==> src/hdl/nic_descriptor_ring_engine_defines.svh <==
// Assertion macros shared by the descriptor ring engine RTL.
`ifndef NIC_DESCRIPTOR_RING_ENGINE_DEFINES_SVH
`define NIC_DESCRIPTOR_RING_ENGINE_DEFINES_SVH

// Same-cycle implication, disabled while reset is asserted.
`define NDRE_ASSERT_NOW(label, clk, rst_n, ante, cons) \
    label: assert property (@(posedge clk) disable iff (!(rst_n)) (ante) |-> (cons)) \
        else $error("descriptor ring engine: check failed");

// Next-cycle implication, disabled while reset is asserted.
`define NDRE_ASSERT_NEXT(label, clk, rst_n, ante, cons) \
    label: assert property (@(posedge clk) disable iff (!(rst_n)) (ante) |=> (cons)) \
        else $error("descriptor ring engine: check failed");

`endif

==> src/hdl/ndre_pkg.sv <==
// Types, codes and constants of the descriptor ring engine.
`timescale 1ns / 1ps
package ndre_pkg;

    localparam int TX_SLOTS_DEF = 32;
    localparam int RX_SLOTS_DEF = 32;

    localparam int LEN_W    = 14;
    localparam int SLOT_W   = 6;
    localparam int FREE_W   = 7;
    localparam int REQ_W    = 2;
    localparam int KIND_W   = 2;
    localparam int STAT_W   = 2;
    localparam int DATA_W   = 32;
    localparam int ADDR_W   = 4;
    localparam int REGIDX_W = 2;

    // Register reset values
    localparam logic [LEN_W-1:0] MAX_SEND_RST = 14'd1518;
    localparam logic [LEN_W-1:0] MIN_RECV_RST = 14'd14;
    localparam logic [LEN_W-1:0] BUF_SIZE_RST = 14'd2048;

    // Register indexes
    localparam logic [REGIDX_W-1:0] REG_ENABLED  = 2'd0;
    localparam logic [REGIDX_W-1:0] REG_MAX_SEND = 2'd1;
    localparam logic [REGIDX_W-1:0] REG_MIN_RECV = 2'd2;
    localparam logic [REGIDX_W-1:0] REG_BUF_SIZE = 2'd3;

    // Request types
    localparam logic [REQ_W-1:0] REQ_SEND    = 2'd0;
    localparam logic [REQ_W-1:0] REQ_RELEASE = 2'd1;
    localparam logic [REQ_W-1:0] REQ_FILL    = 2'd2;
    localparam logic [REQ_W-1:0] REQ_IRQ     = 2'd3;

    // Result kinds
    localparam logic [KIND_W-1:0] KIND_SEND = 2'd0;
    localparam logic [KIND_W-1:0] KIND_RX   = 2'd1;
    localparam logic [KIND_W-1:0] KIND_FIN  = 2'd2;

    // Send status codes
    localparam logic [STAT_W-1:0] ST_OK       = 2'd0;
    localparam logic [STAT_W-1:0] ST_INACTIVE = 2'd1;
    localparam logic [STAT_W-1:0] ST_TOO_LONG = 2'd2;
    localparam logic [STAT_W-1:0] ST_FULL     = 2'd3;

    typedef struct packed {
        logic load_in;
        logic emit_send;
        logic free_tx;
        logic fill_rx;
        logic reclaim;
        logic emit_rx;
        logic emit_fin;
    } t_dp_cmd;

    typedef struct packed {
        logic [REQ_W-1:0] req_type;
        logic             tx_event;
        logic             rx_event;
        logic             reclaim_done;
        logic             rx_empty;
        logic             out_free;
    } t_dp_sts;

endpackage

==> src/hdl/ndre_ram.sv <==
// Generic single-write, single-read RAM with registered read data.
`timescale 1ns / 1ps
module ndre_ram #(
    parameter int WIDTH = 14,
    parameter int DEPTH = 32
) (
    input  logic                     i_clk,
    input  logic                     i_we,
    input  logic [$clog2(DEPTH)-1:0] i_waddr,
    input  logic [WIDTH-1:0]         i_wdata,
    input  logic [$clog2(DEPTH)-1:0] i_raddr,
    output logic [WIDTH-1:0]         o_rdata
);
    logic [WIDTH-1:0] r_mem [DEPTH];
    logic [WIDTH-1:0] r_rdata;

    always_ff @(posedge i_clk) begin
        if (i_we) begin
            r_mem[i_waddr] <= i_wdata;
        end
        r_rdata <= r_mem[i_raddr];
    end

    assign o_rdata = r_rdata;
endmodule

==> src/hdl/ndre_ctrl.sv <==
// Sequencer of the descriptor ring engine.
`timescale 1ns / 1ps
module ndre_ctrl (
    input  logic              i_clk,
    input  logic              i_rst_n,
    input  logic              i_in_valid,
    output logic              o_in_ready,
    input  ndre_pkg::t_dp_sts i_sts,
    output ndre_pkg::t_dp_cmd o_cmd
);
    import ndre_pkg::*;

    localparam logic [2:0] S_IDLE    = 3'd0;
    localparam logic [2:0] S_EXEC    = 3'd1;
    localparam logic [2:0] S_RECLAIM = 3'd2;
    localparam logic [2:0] S_RX_CHK  = 3'd3;
    localparam logic [2:0] S_RX_EMIT = 3'd4;
    localparam logic [2:0] S_FIN     = 3'd5;

    logic [2:0] r_state;
    logic [2:0] n_state;
    t_dp_cmd    cmd;

    always_comb begin
        n_state = r_state;
        cmd     = '0;
        case (r_state)
            S_IDLE: begin
                if (i_in_valid) begin
                    cmd.load_in = 1'b1;
                    n_state     = S_EXEC;
                end
            end
            S_EXEC: begin
                case (i_sts.req_type)
                    REQ_SEND: begin
                        if (i_sts.out_free) begin
                            cmd.emit_send = 1'b1;
                            n_state       = S_IDLE;
                        end
                    end
                    REQ_RELEASE: begin
                        cmd.free_tx = 1'b1;
                        n_state     = S_IDLE;
                    end
                    REQ_FILL: begin
                        cmd.fill_rx = 1'b1;
                        n_state     = S_IDLE;
                    end
                    default: begin
                        if (i_sts.tx_event) begin
                            n_state = S_RECLAIM;
                        end else if (i_sts.rx_event) begin
                            n_state = S_RX_CHK;
                        end else begin
                            n_state = S_FIN;
                        end
                    end
                endcase
            end
            S_RECLAIM: begin
                if (i_sts.reclaim_done) begin
                    n_state = i_sts.rx_event ? S_RX_CHK : S_FIN;
                end else begin
                    cmd.reclaim = 1'b1;
                end
            end
            S_RX_CHK: begin
                // ring read data for the current slot lands next cycle
                n_state = i_sts.rx_empty ? S_FIN : S_RX_EMIT;
            end
            S_RX_EMIT: begin
                if (i_sts.out_free) begin
                    cmd.emit_rx = 1'b1;
                    n_state     = S_RX_CHK;
                end
            end
            S_FIN: begin
                if (i_sts.out_free) begin
                    cmd.emit_fin = 1'b1;
                    n_state      = S_IDLE;
                end
            end
            default: begin
                n_state = S_IDLE;
            end
        endcase
    end

    always_ff @(posedge i_clk) begin
        if (!i_rst_n) begin
            r_state <= S_IDLE;
        end else begin
            r_state <= n_state;
        end
    end

    assign o_in_ready = (r_state == S_IDLE);
    assign o_cmd      = cmd;
endmodule

==> src/hdl/ndre_dp.sv <==
// Datapath: registers, ring ownership state, fill length RAM and result register.
`timescale 1ns / 1ps
module ndre_dp #(
    parameter int TX_SLOTS = ndre_pkg::TX_SLOTS_DEF,
    parameter int RX_SLOTS = ndre_pkg::RX_SLOTS_DEF
) (
    input  logic                          i_clk,
    input  logic                          i_rst_n,
    input  logic                          psel,
    input  logic                          penable,
    input  logic                          pwrite,
    input  logic [ndre_pkg::ADDR_W-1:0]   paddr,
    input  logic [ndre_pkg::DATA_W-1:0]   pwdata,
    output logic [ndre_pkg::DATA_W-1:0]   prdata,
    input  ndre_pkg::t_dp_cmd             i_cmd,
    output ndre_pkg::t_dp_sts             o_sts,
    input  logic [ndre_pkg::REQ_W-1:0]    i_req_type,
    input  logic [ndre_pkg::LEN_W-1:0]    i_frame_length,
    input  logic [ndre_pkg::SLOT_W-1:0]   i_slot_index,
    input  logic                          i_tx_event,
    input  logic                          i_rx_event,
    input  logic                          i_out_ready,
    output logic                          o_out_valid,
    output logic [ndre_pkg::KIND_W-1:0]   o_result_kind,
    output logic [ndre_pkg::STAT_W-1:0]   o_status,
    output logic [ndre_pkg::SLOT_W-1:0]   o_ring_slot,
    output logic [ndre_pkg::LEN_W-1:0]    o_slot_length,
    output logic                          o_deliver,
    output logic                          o_end_of_ring,
    output logic                          o_doorbell,
    output logic [ndre_pkg::FREE_W-1:0]   o_free_count,
    output logic                          o_last
);
    import ndre_pkg::*;

    localparam int TX_IDX_W = $clog2(TX_SLOTS);
    localparam int RX_IDX_W = $clog2(RX_SLOTS);
    localparam int CNT_W    = $clog2(TX_SLOTS + 1);

    // configuration
    logic             r_enabled;
    logic [LEN_W-1:0] r_max_send;
    logic [LEN_W-1:0] r_min_recv;
    logic [LEN_W-1:0] r_buf_size;
    logic             cfg_wr;
    logic [REGIDX_W-1:0] cfg_idx;

    // held input word
    logic [REQ_W-1:0]  r_req;
    logic [LEN_W-1:0]  r_len;
    logic [SLOT_W-1:0] r_slot;
    logic              r_txe;
    logic              r_rxe;

    // ring state
    logic [TX_SLOTS-1:0] r_tx_own;
    logic [RX_SLOTS-1:0] r_rx_own;
    logic [TX_IDX_W-1:0] r_tx_next;
    logic [TX_IDX_W-1:0] r_tx_reap;
    logic [CNT_W-1:0]    r_tx_free;
    logic [RX_IDX_W-1:0] r_rx_next;

    // result register
    logic                r_out_valid;
    logic [KIND_W-1:0]   r_kind;
    logic [STAT_W-1:0]   r_stat;
    logic [SLOT_W-1:0]   r_ring_slot;
    logic [LEN_W-1:0]    r_slot_len;
    logic                r_deliver;
    logic                r_eor;
    logic                r_bell;
    logic [FREE_W-1:0]   r_free_cnt;
    logic                r_last;

    logic                tx_slot_ok;
    logic                rx_slot_ok;
    logic [STAT_W-1:0]   send_stat;
    logic                send_ok;
    logic [TX_IDX_W-1:0] tx_next_inc;
    logic [TX_IDX_W-1:0] tx_reap_inc;
    logic [RX_IDX_W-1:0] rx_next_inc;
    logic [LEN_W-1:0]    rx_len;
    logic                rx_in_range;
    logic                ram_we;

    assign cfg_wr  = psel && penable && pwrite;
    assign cfg_idx = paddr[ADDR_W-1:2];

    always_ff @(posedge i_clk) begin
        if (!i_rst_n) begin
            r_enabled  <= 1'b0;
            r_max_send <= MAX_SEND_RST;
            r_min_recv <= MIN_RECV_RST;
            r_buf_size <= BUF_SIZE_RST;
        end else if (cfg_wr) begin
            case (cfg_idx)
                REG_ENABLED:  r_enabled  <= pwdata[0];
                REG_MAX_SEND: r_max_send <= pwdata[LEN_W-1:0];
                REG_MIN_RECV: r_min_recv <= pwdata[LEN_W-1:0];
                REG_BUF_SIZE: r_buf_size <= pwdata[LEN_W-1:0];
                default: ;
            endcase
        end
    end

    always_comb begin
        case (cfg_idx)
            REG_ENABLED:  prdata = DATA_W'(r_enabled);
            REG_MAX_SEND: prdata = DATA_W'(r_max_send);
            REG_MIN_RECV: prdata = DATA_W'(r_min_recv);
            REG_BUF_SIZE: prdata = DATA_W'(r_buf_size);
            default:      prdata = '0;
        endcase
    end

    always_ff @(posedge i_clk) begin
        if (i_cmd.load_in) begin
            r_req  <= i_req_type;
            r_len  <= i_frame_length;
            r_slot <= i_slot_index;
            r_txe  <= i_tx_event;
            r_rxe  <= i_rx_event;
        end
    end

    assign tx_slot_ok = ({1'b0, r_slot} < (SLOT_W + 1)'(TX_SLOTS));
    assign rx_slot_ok = ({1'b0, r_slot} < (SLOT_W + 1)'(RX_SLOTS));

    // send checks in priority order: enable, length, free slot
    always_comb begin
        if (!r_enabled) begin
            send_stat = ST_INACTIVE;
        end else if (r_len > r_max_send) begin
            send_stat = ST_TOO_LONG;
        end else if (r_tx_free == '0) begin
            send_stat = ST_FULL;
        end else begin
            send_stat = ST_OK;
        end
    end
    assign send_ok = (send_stat == ST_OK);

    assign tx_next_inc  = (r_tx_next == TX_IDX_W'(TX_SLOTS - 1)) ? '0 : r_tx_next + 1'b1;
    assign tx_reap_inc  = (r_tx_reap == TX_IDX_W'(TX_SLOTS - 1)) ? '0 : r_tx_reap + 1'b1;
    assign rx_next_inc  = (r_rx_next == RX_IDX_W'(RX_SLOTS - 1)) ? '0 : r_rx_next + 1'b1;

    // Only fills write lengths: a drained slot is re-armed and can be read again
    // only after a fresh fill, so the drain write-back is never observed.
    assign ram_we = i_cmd.fill_rx && rx_slot_ok;

    ndre_ram #(
        .WIDTH (LEN_W),
        .DEPTH (RX_SLOTS)
    ) u_fill_len (
        .i_clk   (i_clk),
        .i_we    (ram_we),
        .i_waddr (r_slot[RX_IDX_W-1:0]),
        .i_wdata (r_len),
        .i_raddr (r_rx_next),
        .o_rdata (rx_len)
    );

    assign rx_in_range = (rx_len >= r_min_recv) && (rx_len <= r_buf_size);

    always_ff @(posedge i_clk) begin
        if (!i_rst_n) begin
            r_tx_own    <= '0;
            r_rx_own    <= '1;
            r_tx_next   <= '0;
            r_tx_reap   <= '0;
            r_tx_free   <= CNT_W'(TX_SLOTS);
            r_rx_next   <= '0;
            r_out_valid <= 1'b0;
        end else begin
            if (i_cmd.emit_send && send_ok) begin
                r_tx_own[r_tx_next] <= 1'b1;
                r_tx_free           <= r_tx_free - 1'b1;
                r_tx_next           <= tx_next_inc;
            end
            if (i_cmd.free_tx && tx_slot_ok) begin
                r_tx_own[r_slot[TX_IDX_W-1:0]] <= 1'b0;
            end
            if (i_cmd.reclaim) begin
                r_tx_free <= r_tx_free + 1'b1;
                r_tx_reap <= tx_reap_inc;
            end
            if (ram_we) begin
                r_rx_own[r_slot[RX_IDX_W-1:0]] <= 1'b0;
            end
            if (i_cmd.emit_rx) begin
                r_rx_own[r_rx_next] <= 1'b1;
                r_rx_next           <= rx_next_inc;
            end
            if (i_cmd.emit_send || i_cmd.emit_rx || i_cmd.emit_fin) begin
                r_out_valid <= 1'b1;
            end else if (i_out_ready) begin
                r_out_valid <= 1'b0;
            end
        end
    end

    always_ff @(posedge i_clk) begin
        if (i_cmd.emit_send) begin
            r_kind      <= KIND_SEND;
            r_stat      <= send_stat;
            r_ring_slot <= send_ok ? SLOT_W'(r_tx_next) : '0;
            r_slot_len  <= send_ok ? r_len : '0;
            r_deliver   <= 1'b0;
            r_eor       <= send_ok && (r_tx_next == TX_IDX_W'(TX_SLOTS - 1));
            r_bell      <= send_ok;
            r_free_cnt  <= send_ok ? FREE_W'(r_tx_free - 1'b1) : FREE_W'(r_tx_free);
            r_last      <= 1'b1;
        end else if (i_cmd.emit_rx) begin
            r_kind      <= KIND_RX;
            r_stat      <= ST_OK;
            r_ring_slot <= SLOT_W'(r_rx_next);
            r_slot_len  <= rx_len;
            r_deliver   <= rx_in_range;
            r_eor       <= (r_rx_next == RX_IDX_W'(RX_SLOTS - 1));
            r_bell      <= 1'b0;
            r_free_cnt  <= FREE_W'(r_tx_free);
            r_last      <= 1'b0;
        end else if (i_cmd.emit_fin) begin
            r_kind      <= KIND_FIN;
            r_stat      <= ST_OK;
            r_ring_slot <= '0;
            r_slot_len  <= '0;
            r_deliver   <= 1'b0;
            r_eor       <= 1'b0;
            r_bell      <= 1'b0;
            r_free_cnt  <= FREE_W'(r_tx_free);
            r_last      <= 1'b1;
        end
    end

    assign o_sts.req_type     = r_req;
    assign o_sts.tx_event     = r_txe;
    assign o_sts.rx_event     = r_rxe;
    assign o_sts.reclaim_done = (r_tx_free == CNT_W'(TX_SLOTS)) || r_tx_own[r_tx_reap];
    assign o_sts.rx_empty     = r_rx_own[r_rx_next];
    assign o_sts.out_free     = !r_out_valid || i_out_ready;

    assign o_out_valid   = r_out_valid;
    assign o_result_kind = r_kind;
    assign o_status      = r_stat;
    assign o_ring_slot   = r_ring_slot;
    assign o_slot_length = r_slot_len;
    assign o_deliver     = r_deliver;
    assign o_end_of_ring = r_eor;
    assign o_doorbell    = r_bell;
    assign o_free_count  = r_free_cnt;
    assign o_last        = r_last;
endmodule

==> src/hdl/nic_descriptor_ring_engine.sv <==
// Top level of the transmit and receive descriptor ring ownership engine.
// Usage:
//   Input channel (i_in_valid / o_in_ready) takes one request word: a send, a
//   hardware release of a transmit slot, a hardware fill of a receive slot, or
//   an interrupt. Output channel (o_out_valid / i_out_ready) returns result
//   words; o_last marks the final word caused by a request.
//   Sends, releases and fills are taken, then executed; a send waits while
//   the result register is held. A send yields one result word; releases
//   and fills yield none. An interrupt is taken and executed; with tx_event
//   set it reclaims transmit slots one at a time, then ends the reclaim; with
//   rx_event set it drains receive slots in check and emit steps (registered
//   fill length RAM read) up to an empty check; then emits the closing word.
//   The next request is taken as soon as the previous one has left its last
//   word in the result register, so it overlaps the wait for the receiver.
//   A stalled receiver holds the result register and pauses the sequencer on
//   its next result; nothing is dropped.
//   Reset clears the ownership bits (transmit host-owned, receive armed),
//   ring pointers and registers to defaults; no clearing pass is needed. The
//   user must write registers over APB only while idle; it is not enforced.
`timescale 1ns / 1ps
`include "nic_descriptor_ring_engine_defines.svh"
module nic_descriptor_ring_engine #(
    parameter int TX_SLOTS = ndre_pkg::TX_SLOTS_DEF,
    parameter int RX_SLOTS = ndre_pkg::RX_SLOTS_DEF
) (
    input  logic                          i_clk,
    input  logic                          i_rst_n,
    // request words
    input  logic                          i_in_valid,
    output logic                          o_in_ready,
    input  logic [ndre_pkg::REQ_W-1:0]    i_req_type,
    input  logic [ndre_pkg::LEN_W-1:0]    i_frame_length,
    input  logic [ndre_pkg::SLOT_W-1:0]   i_slot_index,
    input  logic                          i_tx_event,
    input  logic                          i_rx_event,
    // result words
    output logic                          o_out_valid,
    input  logic                          i_out_ready,
    output logic [ndre_pkg::KIND_W-1:0]   o_result_kind,
    output logic [ndre_pkg::STAT_W-1:0]   o_status,
    output logic [ndre_pkg::SLOT_W-1:0]   o_ring_slot,
    output logic [ndre_pkg::LEN_W-1:0]    o_slot_length,
    output logic                          o_deliver,
    output logic                          o_end_of_ring,
    output logic                          o_doorbell,
    output logic [ndre_pkg::FREE_W-1:0]   o_free_count,
    output logic                          o_last,
    // register port
    input  logic                          psel,
    input  logic                          penable,
    input  logic                          pwrite,
    input  logic [ndre_pkg::ADDR_W-1:0]   paddr,
    input  logic [ndre_pkg::DATA_W-1:0]   pwdata,
    output logic [ndre_pkg::DATA_W-1:0]   prdata,
    output logic                          pready
);
    import ndre_pkg::*;

    t_dp_cmd dp_cmd;
    t_dp_sts dp_sts;

    // register accesses complete without wait states
    assign pready = 1'b1;

    // sequencer: walks each request through execute, reclaim and drain steps
    ndre_ctrl u_ctrl (
        .i_clk      (i_clk),
        .i_rst_n    (i_rst_n),
        .i_in_valid (i_in_valid),
        .o_in_ready (o_in_ready),
        .i_sts      (dp_sts),
        .o_cmd      (dp_cmd)
    );

    // datapath: holds the word, the rings, the registers and the result
    ndre_dp #(
        .TX_SLOTS (TX_SLOTS),
        .RX_SLOTS (RX_SLOTS)
    ) u_dp (
        .i_clk          (i_clk),
        .i_rst_n        (i_rst_n),
        .psel           (psel),
        .penable        (penable),
        .pwrite         (pwrite),
        .paddr          (paddr),
        .pwdata         (pwdata),
        .prdata         (prdata),
        .i_cmd          (dp_cmd),
        .o_sts          (dp_sts),
        .i_req_type     (i_req_type),
        .i_frame_length (i_frame_length),
        .i_slot_index   (i_slot_index),
        .i_tx_event     (i_tx_event),
        .i_rx_event     (i_rx_event),
        .i_out_ready    (i_out_ready),
        .o_out_valid    (o_out_valid),
        .o_result_kind  (o_result_kind),
        .o_status       (o_status),
        .o_ring_slot    (o_ring_slot),
        .o_slot_length  (o_slot_length),
        .o_deliver      (o_deliver),
        .o_end_of_ring  (o_end_of_ring),
        .o_doorbell     (o_doorbell),
        .o_free_count   (o_free_count),
        .o_last         (o_last)
    );

    // a taken word keeps the sequencer busy in the next cycle
    `NDRE_ASSERT_NEXT(a_busy_after_accept, i_clk, i_rst_n, i_in_valid && o_in_ready, !o_in_ready)
    // the free count never exceeds the ring size
    `NDRE_ASSERT_NOW(a_free_bound, i_clk, i_rst_n, o_out_valid, o_free_count <= FREE_W'(TX_SLOTS))
    // an accepted send rings the doorbell and closes its request
    `NDRE_ASSERT_NOW(a_send_bell, i_clk, i_rst_n, o_out_valid && (o_result_kind == KIND_SEND) && (o_status == ST_OK), o_doorbell && o_last)
    // a drained receive slot is never the closing word and never rings
    `NDRE_ASSERT_NOW(a_rx_word, i_clk, i_rst_n, o_out_valid && (o_result_kind == KIND_RX), !o_last && !o_doorbell && (o_status == ST_OK))
endmodule

==> config.mk <==
export PLATFORM = sky130hd
export DESIGN_NAME = nic_descriptor_ring_engine
export DESIGN_NICKNAME = d
export VERILOG_FILES = /design/src/hdl/ndre_pkg.sv /design/src/hdl/ndre_ram.sv /design/src/hdl/ndre_ctrl.sv /design/src/hdl/ndre_dp.sv /design/src/hdl/nic_descriptor_ring_engine.sv
export VERILOG_INCLUDE_DIRS = /design/src /design/src/hdl
export SDC_FILE = /design/constraint.sdc
export NUM_CORES = 1
export LEC_CHECK = 0
export BUFFER_PORTS_ARGS = -buffer_cell sky130_fd_sc_hd__buf_2
export CAP_MARGIN = 20
export CORE_ASPECT_RATIO = 1.1
export CORE_MARGIN = 8
export CORE_UTILIZATION = 55
export CTS_BUF_LIST = sky130_fd_sc_hd__clkbuf_16
export DETAILED_ROUTE_END_ITERATION = 10
export PLACE_DENSITY = 0.86
export SKIP_CTS_REPAIR_TIMING = 1
export SKIP_LAST_GASP = 1
export SLEW_MARGIN = 25
export SYNTH_ARGS = -nofsm -noshare
export SYNTH_HDL_FRONTEND = slang
export SYNTH_HIERARCHICAL = 1
export SYNTH_SLANG_ARGS = --single-unit
==> constraint.sdc <==
create_clock -name i_clk -period 4.1 [get_ports i_clk]
set_clock_uncertainty 0.15 [all_clocks]
set_input_delay 0.205 -clock i_clk [delete_from_list [all_inputs] [get_ports i_clk]]
set_output_delay 0.205 -clock i_clk [all_outputs]
set_load 0.1 [all_outputs]
Yosys cells after proc, flatten, opt, wreduce, memory -nomap -nowiden --
Memories as Yosys holds them, arrays and structs flattened. A register that Yosys moved wholly into a read port is not among the register bits. Index checks and enable logic that the tools add are counted.
Storage, ports and cells: bits of input ports 67, register bits 191, memories kept 1, word-level logic and storage cells 172, output and inout bits 70, bits in writable memories 448
Cells by class: magnitude comparators 11, equality and inequality tests 17, reduce and logical (&&, ||, !) cells 31, bitwise gates (word level) 5, mux-type cells 74, $add $sub $neg 6
Memory list:
- u_dp.u_fill_len.r_mem | depth 32, bits a word 14, read ports 1, clocked after memory_dff 1, write ports 1, RTL line ndre_ram.sv:14 | logic [WIDTH-1:0] r_mem [DEPTH];
Operators with widths (number):
- two-way mux 32 bit | 6
- case mux 32 bit (4 select lines) | 1
- AND 32 bit | 2
- OR 32 bit | 2
- two-way mux 14 bit | 4
- NOT 32 bit | 1
- two-way mux 1 bit | 30
- two-way mux 6 bit | 5
- two-way mux 7 bit | 4
- less-than comparator 5 x 6 -> 1 bit, second input constant | 4
- two-way mux 3 bit | 7
- two-way mux 5 bit | 4
- case mux 3 bit (6 select lines) | 1
- adder 5 x 1 -> 5 bit, second input constant | 3
- demux 1 bit (select 5 bit) | 3
- equality test 5 bit, second input constant | 3
- >= comparator 5 x 1 -> 1 bit, second input constant | 3
- >= comparator 14 bit | 1
- greater-than comparator 14 bit | 1
- <= comparator 14 bit | 1
- two-way mux 2 bit | 6
- binary-select mux 1 bit (select 5 bit) | 2
- logical AND 1 bit | 10
- AND reduction 2 bit | 4
- 21 further kinds | 36

Logic depth before layout (Yosys ltp) --
Gate-level depths: netlist of the first run.
depth in word-level cells 10, gate-level depth with buffers 14, depth with buffers taken out 13

By module --
The synthesis of the first run kept the hierarchy.
By module, submodules not included:
- ndre_ram | cells an instance 1006, area each 18011.0 um2, times used 1, sequential area each 13733.2 um2
- ndre_dp | cells an instance 989, area each 9470.3 um2, times used 1, sequential area each 4284.1 um2
- ndre_ctrl | cells an instance 41, area each 317.8 um2, times used 1, sequential area each 60.1 um2
- nic_descriptor_ring_engine | cells an instance 2, area each 11.3 um2, times used 1, sequential area each 0.0 um2

Worst setup path before layout of the first run --
No wires, ideal clock.
path type register to register, from reg u_dp.r_tx_reap[0], to reg u_dp.r_tx_free[5], slack -0.404 ns, setup time 0.060 ns, data arrival time 4.294 ns, stages on the path, launching flop included 15, cell sequence dfxtp_1 > buf_2 > mux4_2 > mux4_2 > mux2i_1 > o21ai_0 > nor4b_1 > inv_1 > ha_1 > a21o_1 > a21oi_1 > o21ai_0 > xnor2_1 > a32oi_1 > o221a_1
RTL lines:
- from (decl) | RTL line ndre_dp.sv:59 | logic [TX_IDX_W-1:0] r_tx_reap;
- from (signal assigned) | RTL line ndre_dp.sv:185 | r_tx_reap <= tx_reap_inc;
- to (signal assigned) | RTL line ndre_dp.sv:171 | r_tx_free <= CNT_W'(TX_SLOTS);
- to (signal assigned) | RTL line ndre_dp.sv:177 | r_tx_free <= r_tx_free - 1'b1;
- to (signal assigned) | RTL line ndre_dp.sv:184 | r_tx_free <= r_tx_free + 1'b1;
- to (decl) | RTL line ndre_dp.sv:60 | logic [CNT_W-1:0] r_tx_free;

==> flow_summary_export.csv, run 1 <==
group,metric,value,unit
sta,relSlewSlack,38.2,%
grt,grt_max_degree,105,
setup_path,arrival,4260,ps
synth,synth_cells,2038,
setup_path,r2r_slack,260,ps
synth,yosysUniqueCellTypes,67,
synth,ys_seq_elements,652,
sta,fin_tns_setup,0,ps
floorplanning,die-area,58000,um2
sta,fin_crit_sh,93.7,%
routing,drt_iter0_markers,2211,
power_and_ir_drop,combPwrFrac,8.5,%
clocking,cts_tree,"done",
setup_path,start_kind,"register",
min_path,hold_class,"in2reg",
synth,synth_top_flop_cell,"edfxtp_1",
synth,synth.avg_cell_area,13.6,um2
sta,holdWs,119,ps
job,max_cap_viol_count,0,
synth,yosysTopAreaCell,"edfxtp_1",
synth,yosysWarnings,6,
synth,ys_seq_area_share,65.0,%
setup_path,crit_fanout,10,
sta,fin_ws,259,ps
synth,synth_top_area_share,54.2,%
power_and_ir_drop,switchingPower,3.42,mW
sta,rsz0062_at_grt,"no",
clocking,cts.sinks,652,
routing,post_drt_wl_per_cell,24.1,um
power_and_ir_drop,seq_power_share,53.6,%
routing,drtPass1Iterations,6,
synth,synth_area_leaders,"edfxtp_1 54%, dfxtp_1 11%, mux2i_1 8.3%",
placed_design,pre_cts_ws,75.5,ps
synth,synth-async-reset-ratio,0,%
floorplanning,die_x,230,um
sta,max_freq,260,MHz
sta,final_max_slew_viol_count,0,
synth,netlist_area,27800,um2
setup_path,crit_type,"reg2reg",
routing,wirelength,70.2,mm
power_and_ir_drop,p_sw_share,24.8,%
sta,period_needed,3840,ps
finish,mostFrequentLayoutCell,"edfxtp_1",
power_and_ir_drop,p_leak,10.5,nW
clocking,insertion_delay,650,ps
floorplanning,die_h,252,um
power_and_ir_drop,p_per_area,441,nW/um2
power_and_ir_drop,power.total,13.8,mW
finish,area_growth,12.5,%
clocking,cts_max_level,2,
setup_path,cp.required,4520,ps
grt,grt_pass1_vias,17700,
clocking,clock_path_buffers,3,
floorplanning,coreArea,50000,um2
clocking,root_buffer,"clkbuf_16",
grt,grt_use_total,23.0,%
setup_path,cp-end-kind,"register",
power_and_ir_drop,power_frac_clock,37.9,%
sta,tightest_slew,926,ps
sta,finalHoldViolations,0,
floorplanning,num_rows,86,
grt,grt_pass1_wl,104,mm
routing,via_per_inst,6.25,
grt,overflow,0,
floorplanning,start_util,55.6,%
power_and_ir_drop,power.internal,10.4,mW
sta,finalSetupViolCount,0,
placed_design,port_buffers,96,
placed_design,gp_congestion,0.892,
power_and_ir_drop,vdd.ir_drop.worst,0.354,mV
finish,final_nets,2328,
floorplanning,io_pins,137,
clocking,cts.clk_slew.worst_paths,70,ps
finish,diodes,0,
clocking,cts_inserted_buffers,59,
synth,synth-edff-count,502,
routing,drc,0,
placed_design,hpwl,43.9,mm
status,outcome,"complete, no violations",
finish,layout_common_cells,"502 x edfxtp_1, 231 x mux2i_1, 153 x nand2_1",
routing,postRouteAntennaNets,0,
grt,antenna_found_initial,0,
finish,drive_gt1_share,13.6,%
routing,vias,18200,
## Yosys cell counts, types with 30 or more instances
master and count:
edfxtp_1 502, mux2i_1 231, nand2_1 153, dfxtp_1 150, o21ai_0 95, nor2_1 88
a22o_1 62, ha_1 60, inv_1 60, a22oi_1 59, clkbuf_1 54, a21oi_1 49
a31oi_1 48, o211ai_1 48, nand3_1 44, a21boi_0 32, nor3_1 32, buf_2 30
## kinds of logic (layout without fill, tap and decap cells)
group | Yosys count | in the layout | synth area share (%)
buf+inv | 200 | 394 | 4.08
mux | 251 | 251 | 9.89
fa+ha+maj | 61 | 61 | 2.77
compound gates | 431 | 431 | 10.5
flops | 652 | 652 | 65.0
xor+xnor | 9 | 9 | 0.283
other cells | 2 | 20 | 0.0270
simple gates | 432 | 432 | 7.44
## worst paths after layout
check	end	start	cells past startpoint
max	u_dp/r_tx_free[5]$_SDFFE_PN1P_	u_dp/r_tx_reap[0]$_SDFFE_PN0P_	14
min	u_dp/r_slot[1]$_DFFE_PP_	i_slot_index[1]	2
max reg2reg	u_dp/r_tx_free[5]$_SDFFE_PN1P_	u_dp/r_tx_reap[0]$_SDFFE_PN0P_	14
min reg2reg	u_dp/r_max_send[13]$_SDFFE_PN0P_	u_dp/r_max_send[13]$_SDFFE_PN0P_	2
## registers in the layout, indices dropped and copies added, names as in the netlist, 3 cells and up
| signal | count |
|---|---|
| u_dp/r_len | 14 |
| u_dp/r_tx_reap | 5 |
| u_dp/r_max_send | 14 |
| u_dp/r_rx_own | 32 |
| u_dp/u_fill_len/r_mem | 448 |
| u_dp/u_fill_len/o_rdata | 14 |
| u_dp/r_tx_free | 6 |
| u_dp/r_min_recv | 14 |
| u_dp/r_tx_next | 5 |
| u_dp/o_free_count | 7 |
| u_dp/r_buf_size | 14 |
| u_dp/r_tx_own | 32 |
| u_dp/o_slot_length | 14 |
| u_dp/r_slot | 6 |
| u_ctrl/r_state | 3 |
| u_dp/r_rx_next | 5 |
| u_dp/o_ring_slot | 5 |
## worst max-delay path: stages (launching register included)
cell     delay (ps)
dfxtp_1         400
buf_12          170
mux4_2          530
mux4_2          460
mux2i_1         140
o21ai_0         140
nor4b_2         320
inv_2           130
ha_1            300
a21o_1          190
a21oi_2         170
o21ai_1         140
xnor2_1         140
a32oi_1         190
o221a_1         190
## through the flow
stage	instances	util (%)	instance area (um2)
6_report	2910	62.5	31300
5_1_grt	2910	62.5	31300
4_1_cts	2863	61.6	30800
3_5_place_dp	2752	57.9	29000
3_3_place_gp	2752	57.9	29000
2_1_floorplan	2056	-	27900
## power groups by stage
stage | clock (mW) | sequential (mW) | combinational [mW]
after floorplan | 0 | 7.79 | 0.553
after global placement | 0 | 7.53 | 1.09
after detailed placement | 0 | 7.53 | 1.12
after CTS | 5.29 | 7.39 | 1.13
after global routing | 5.54 | 7.39 | 1.23
final | 5.23 | 7.39 | 1.17
## per-layer routing
metal	track usage, %	routed length [um]	part of all wire, %	up-vias
li1	-	-	-	8032
met1	27.9	25200	36	8833
met2	38.2	34100	49	1099
met3	4.28	6400	9.1	230
met4	13.5	4440	6.3	0
met5	0	0	0	-
## cell type report
type | instances | area (um2)
clock buffer | 59 | 1480
clock inverter | 52 | 368
fill | 3444 | 18800
inverter | 61 | 229
multi-input combinational | 1204 | 8700
sequential | 652 | 18100
tap | 660 | 826
timing repair buffer | 222 | 1600
No activity file was read; power rests on OpenSTA's default activity.
==> run 2, diff against run 1 <==
--- a/config.mk
+++ b/config.mk
@@ -6,14 +6,15 @@
 export SDC_FILE = /design/constraint.sdc
 export NUM_CORES = 1
 export LEC_CHECK = 0
+export ABC_AREA = 1
 export BUFFER_PORTS_ARGS = -buffer_cell sky130_fd_sc_hd__buf_2
 export CAP_MARGIN = 20
 export CORE_ASPECT_RATIO = 1.1
 export CORE_MARGIN = 8
-export CORE_UTILIZATION = 55
+export CORE_UTILIZATION = 56
 export CTS_BUF_LIST = sky130_fd_sc_hd__clkbuf_16
 export DETAILED_ROUTE_END_ITERATION = 10
-export PLACE_DENSITY = 0.86
+export PLACE_DENSITY = 0.87
 export SKIP_CTS_REPAIR_TIMING = 1
 export SKIP_LAST_GASP = 1
 export SLEW_MARGIN = 25
==> run 2 against run 1 <==
Net effect:
- the flow now finishes with violations (negative hold slack)
- final area up 2.9%
- cell count up 29%
- combinational power up 28%
- non-clock buffer count down 18
- critical path type unchanged
- highest routed layer unchanged
==> flow_summary_export.csv, run 2 <==
group,metric,value,unit
sta,tightest_slew,1140,ps
setup_path,r2r-start,"u_dp/r_tx_reap[0]$_SDFFE_PN0P_",
finish,mostFrequentLayoutCell,"nand2_1",
synth,synth-async-reset-ratio,0,%
setup_path,r2r_slack,460,ps
routing,highest_layer,"met4",
setup_path,cp.required,4440,ps
floorplanning,start_util,56.6,%
synth,synth_cells,2920,
clocking,cts.clk_slew.worst_paths,70,ps
power_and_ir_drop,power.total,14.4,mW
sta,finalHoldViolations,3,
sta,fin_crit_sh,88.9,%
synth,ys_top_cells_by_count,"935 x nand2_1, 502 x edfxtp_1, 394 x nand3_1, 150 x dfxtp_1, 150 x inv_1",
setup_path,arrival,3980,ps
min_path,holdPathEnd,"u_dp/r_enabled$_SDFFE_PN0P_",
floorplanning,die_h,254,um
finish,final_nets,3160,
synth,ys_seq_area_share,62.4,%
synth,synthSimpleGateAreaFrac,22.3,%
setup_path,cp-end-kind,"register",
floorplanning,die_x,233,um
synth,yosysTopAreaCell,"edfxtp_1",
clocking,cts.sinks,652,
power_and_ir_drop,p_per_area,447,nW/um2
routing,wirelength,76.0,mm
grt,overflow,0,
power_and_ir_drop,p_leak,12.5,nW
finish,final_core_util,62.9,%
routing,wl_met2,36.5,mm
routing,via_per_inst,5.96,
setup_path,cp_num_buf_inv,3,
placed_design,gp_congestion,0.956,
synth,ys_seq_elements,652,
routing,vias,22400,
sta,final_max_slew_viol_count,0,
synth,synth_area_leaders,"edfxtp_1 52%, nand2_1 12%, dfxtp_1 10%",
synth,synth-compound-area-share,6.53,%
clocking,cts_inserted_buffers,61,
finish,diodes,0,
sta,fin_tns_setup,0,ps
floorplanning,io_pins,137,
power_and_ir_drop,vdd.ir_drop.worst,0.425,mV
synth,synth-edff-count,502,
min_path,hold_class,"in2reg",
placed_design,place_inst,3595,
grt,grt_pass1_wl,113,mm
synth,yosysUniqueCellTypes,50,
placed_design,hpwl,46.1,mm
clocking,insertion_delay,630,ps
setup_path,crit_chain,"inv_1 -> o21ai_0 -> nand3_1 -> nand3_1 -> nand2_1 -> a21oi_1 -> nand2_1 -> nand3b_2 -> inv_1 -> inv_1 -> ha_1 -> a21oi_1 -> nand2_1 -> a21oi_1 -> o21bai_1 -> xor2_1 -> nand2_1 -> nand3_1",
synth,yosysWarnings,6,
floorplanning,die-area,59200,um2
synth,synth_top_flop_cell,"edfxtp_1",
finish,multi_input_area,9280,um2
synth,synth_top_family_by_area,"simple AND/OR/NAND/NOR gates",
setup_path,cp_slowest_cell,"dfxtp_1",
synth,yosysMostFrequentCell,"nand2_1",
routing,drt_iter0_markers,2946,
finish,area_growth,11.2,%
grt,antenna_found_initial,0,
sta,period_needed,3640,ps
job,max_cap_viol_count,0,
setup_path,cpMostUsedCell,"nand2_1",
synth,muxShareOfSynthArea,0,%
clocking,root_buffer,"clkbuf_16",
setup_path,crit_type,"reg2reg",
status,violations,"negative hold slack",
sta,finalSetupViolCount,0,
routing,post_drt_wl_per_cell,20.3,um
min_path,min_delay_path_depth,5,
floorplanning,coreArea,51200,um2
setup_path,rr_endpoint,"u_dp/r_tx_free[5]$_SDFFE_PN1P_",
sta,relSlewSlack,23.7,%
clocking,cts_max_level,2,
setup_path,worstSetupStartpoint,"u_dp/r_tx_reap[0]$_SDFFE_PN0P_",
finish,drive_gt1_share,9.24,%
routing,drtPass1Iterations,8,
min_path,hold_path.startpoint,"penable",
clocking,clock_path_buffers,3,
setup_path,crit_fanout,15,
finish,reg_top3,"u_dp/u_fill_len/r_mem (448), u_dp/r_rx_own (32), u_dp/r_tx_own (32)",
finish,fillers,3710,
finish,fin_cells,3750,
routing,wl_met1,27.5,mm
finish,layout_common_cells,"935 x nand2_1, 502 x edfxtp_1, 394 x nand3_1",
setup_path,max_stage_delay,510,ps
setup_path,ff2ff_path_depth,18,
synth,synth_xor_area_share,0.272,%
status,outcome,"finished with violations",
grt,grt_use_total,24.4,%
synth,synth.avg_cell_area,9.91,um2
routing,met3_length,7.17,mm
placed_design,port_buffers,96,
synth,synthAdderAreaFrac,2.66,%
sta,max_freq,274,MHz
finish,top_register,"u_dp/u_fill_len/r_mem",
setup_path,path_delay_family,"compound AO/OA/AOI/OAI gates",
finish,seqCellArea,18100,um2
routing,drc,0,
finish,largest_reg_flops,448,
synth,synth_top_area_share,52.1,%
sta,rsz0062_at_grt,"no",
routing,postRouteAntennaNets,0,
grt,grt_max_degree,225,
grt,grt_pass1_vias,20900,
sta,holdWs,-12.0,ps
synth,netlist_area,29000,um2
floorplanning,num_rows,87,
setup_path,start_kind,"register",
clocking,cts_tree,"done",
## run 2: worst min-delay path, stage by stage
cell	delay [ps]
buf_2	90
nand3_1	190
inv_1	100
nand3_1	80
a21oi_1	60
## run 2: layer usage
metal  GRT usage (%)  vias to the layer above
met3            4.33                      325
met1            29.6                    10400
met5               0                        -
li1                -                    10200
met2            40.7                     1421
met4            14.6                        0
## run 2: area by class of cell
type	count	area share [%]
clock inverters	51	1.08
flip-flops and latches	652	56.2
repair buffers	204	4.45
clock buffers	63	4.90
multi-input cells	1951	28.8
well taps	667	2.59
inverters	162	1.93
## run 2: worst max-delay path by stage
| stage | end | depth (start not counted) |
|---|---|---|
| finish | u_dp/r_tx_free[5]$_SDFFE_PN1P_ | 18 |
| detailed placement | u_dp/r_tx_free[5]$_SDFFE_PN1P_ | 18 |
| global route | u_dp/r_tx_free[5]$_SDFFE_PN1P_ | 18 |
| CTS | u_dp/r_tx_free[5]$_SDFFE_PN1P_ | 18 |
| global placement | u_dp/r_tx_free[5]$_SDFFE_PN1P_ | 18 |
| floorplan | u_dp/r_tx_free[5]$_SDFFE_PN1P_ | 22 |
## run 2: power by group
part	switching (mW)	internal, mW
registers	0.119	7.33
logic	1.21	0.292
clock network	2.42	3.02
total	3.74	10.6
## run 2: kinds of logic (layout without fill, tap and decap cells)
| kind of cell | Yosys count | count (layout) |
|---|---|---|
| and+or+nand+nor | 1535 | 1535 |
| DFF | 652 | 652 |
| buffers and inverters | 335 | 480 |
| AOI/OAI and AO/OA | 326 | 326 |
| adders and majority gates | 61 | 61 |
| xor gates and xnor gates | 9 | 9 |
| other | 2 | 20 |
## run 2: metrics by stage
| step | setup slack (ps) | instance area [um2] | hold WS (ps) |
|---|---|---|---|
| floorplan | 608 | 29000 | 154 |
| global placement | 583 | 29800 | 232 |
| detailed placement | 548 | 29800 | 233 |
| CTS | 520 | 31800 | -438 |
| global route | 137 | 32200 | 32.4 |
| finish | 456 | 32200 | -12.0 |
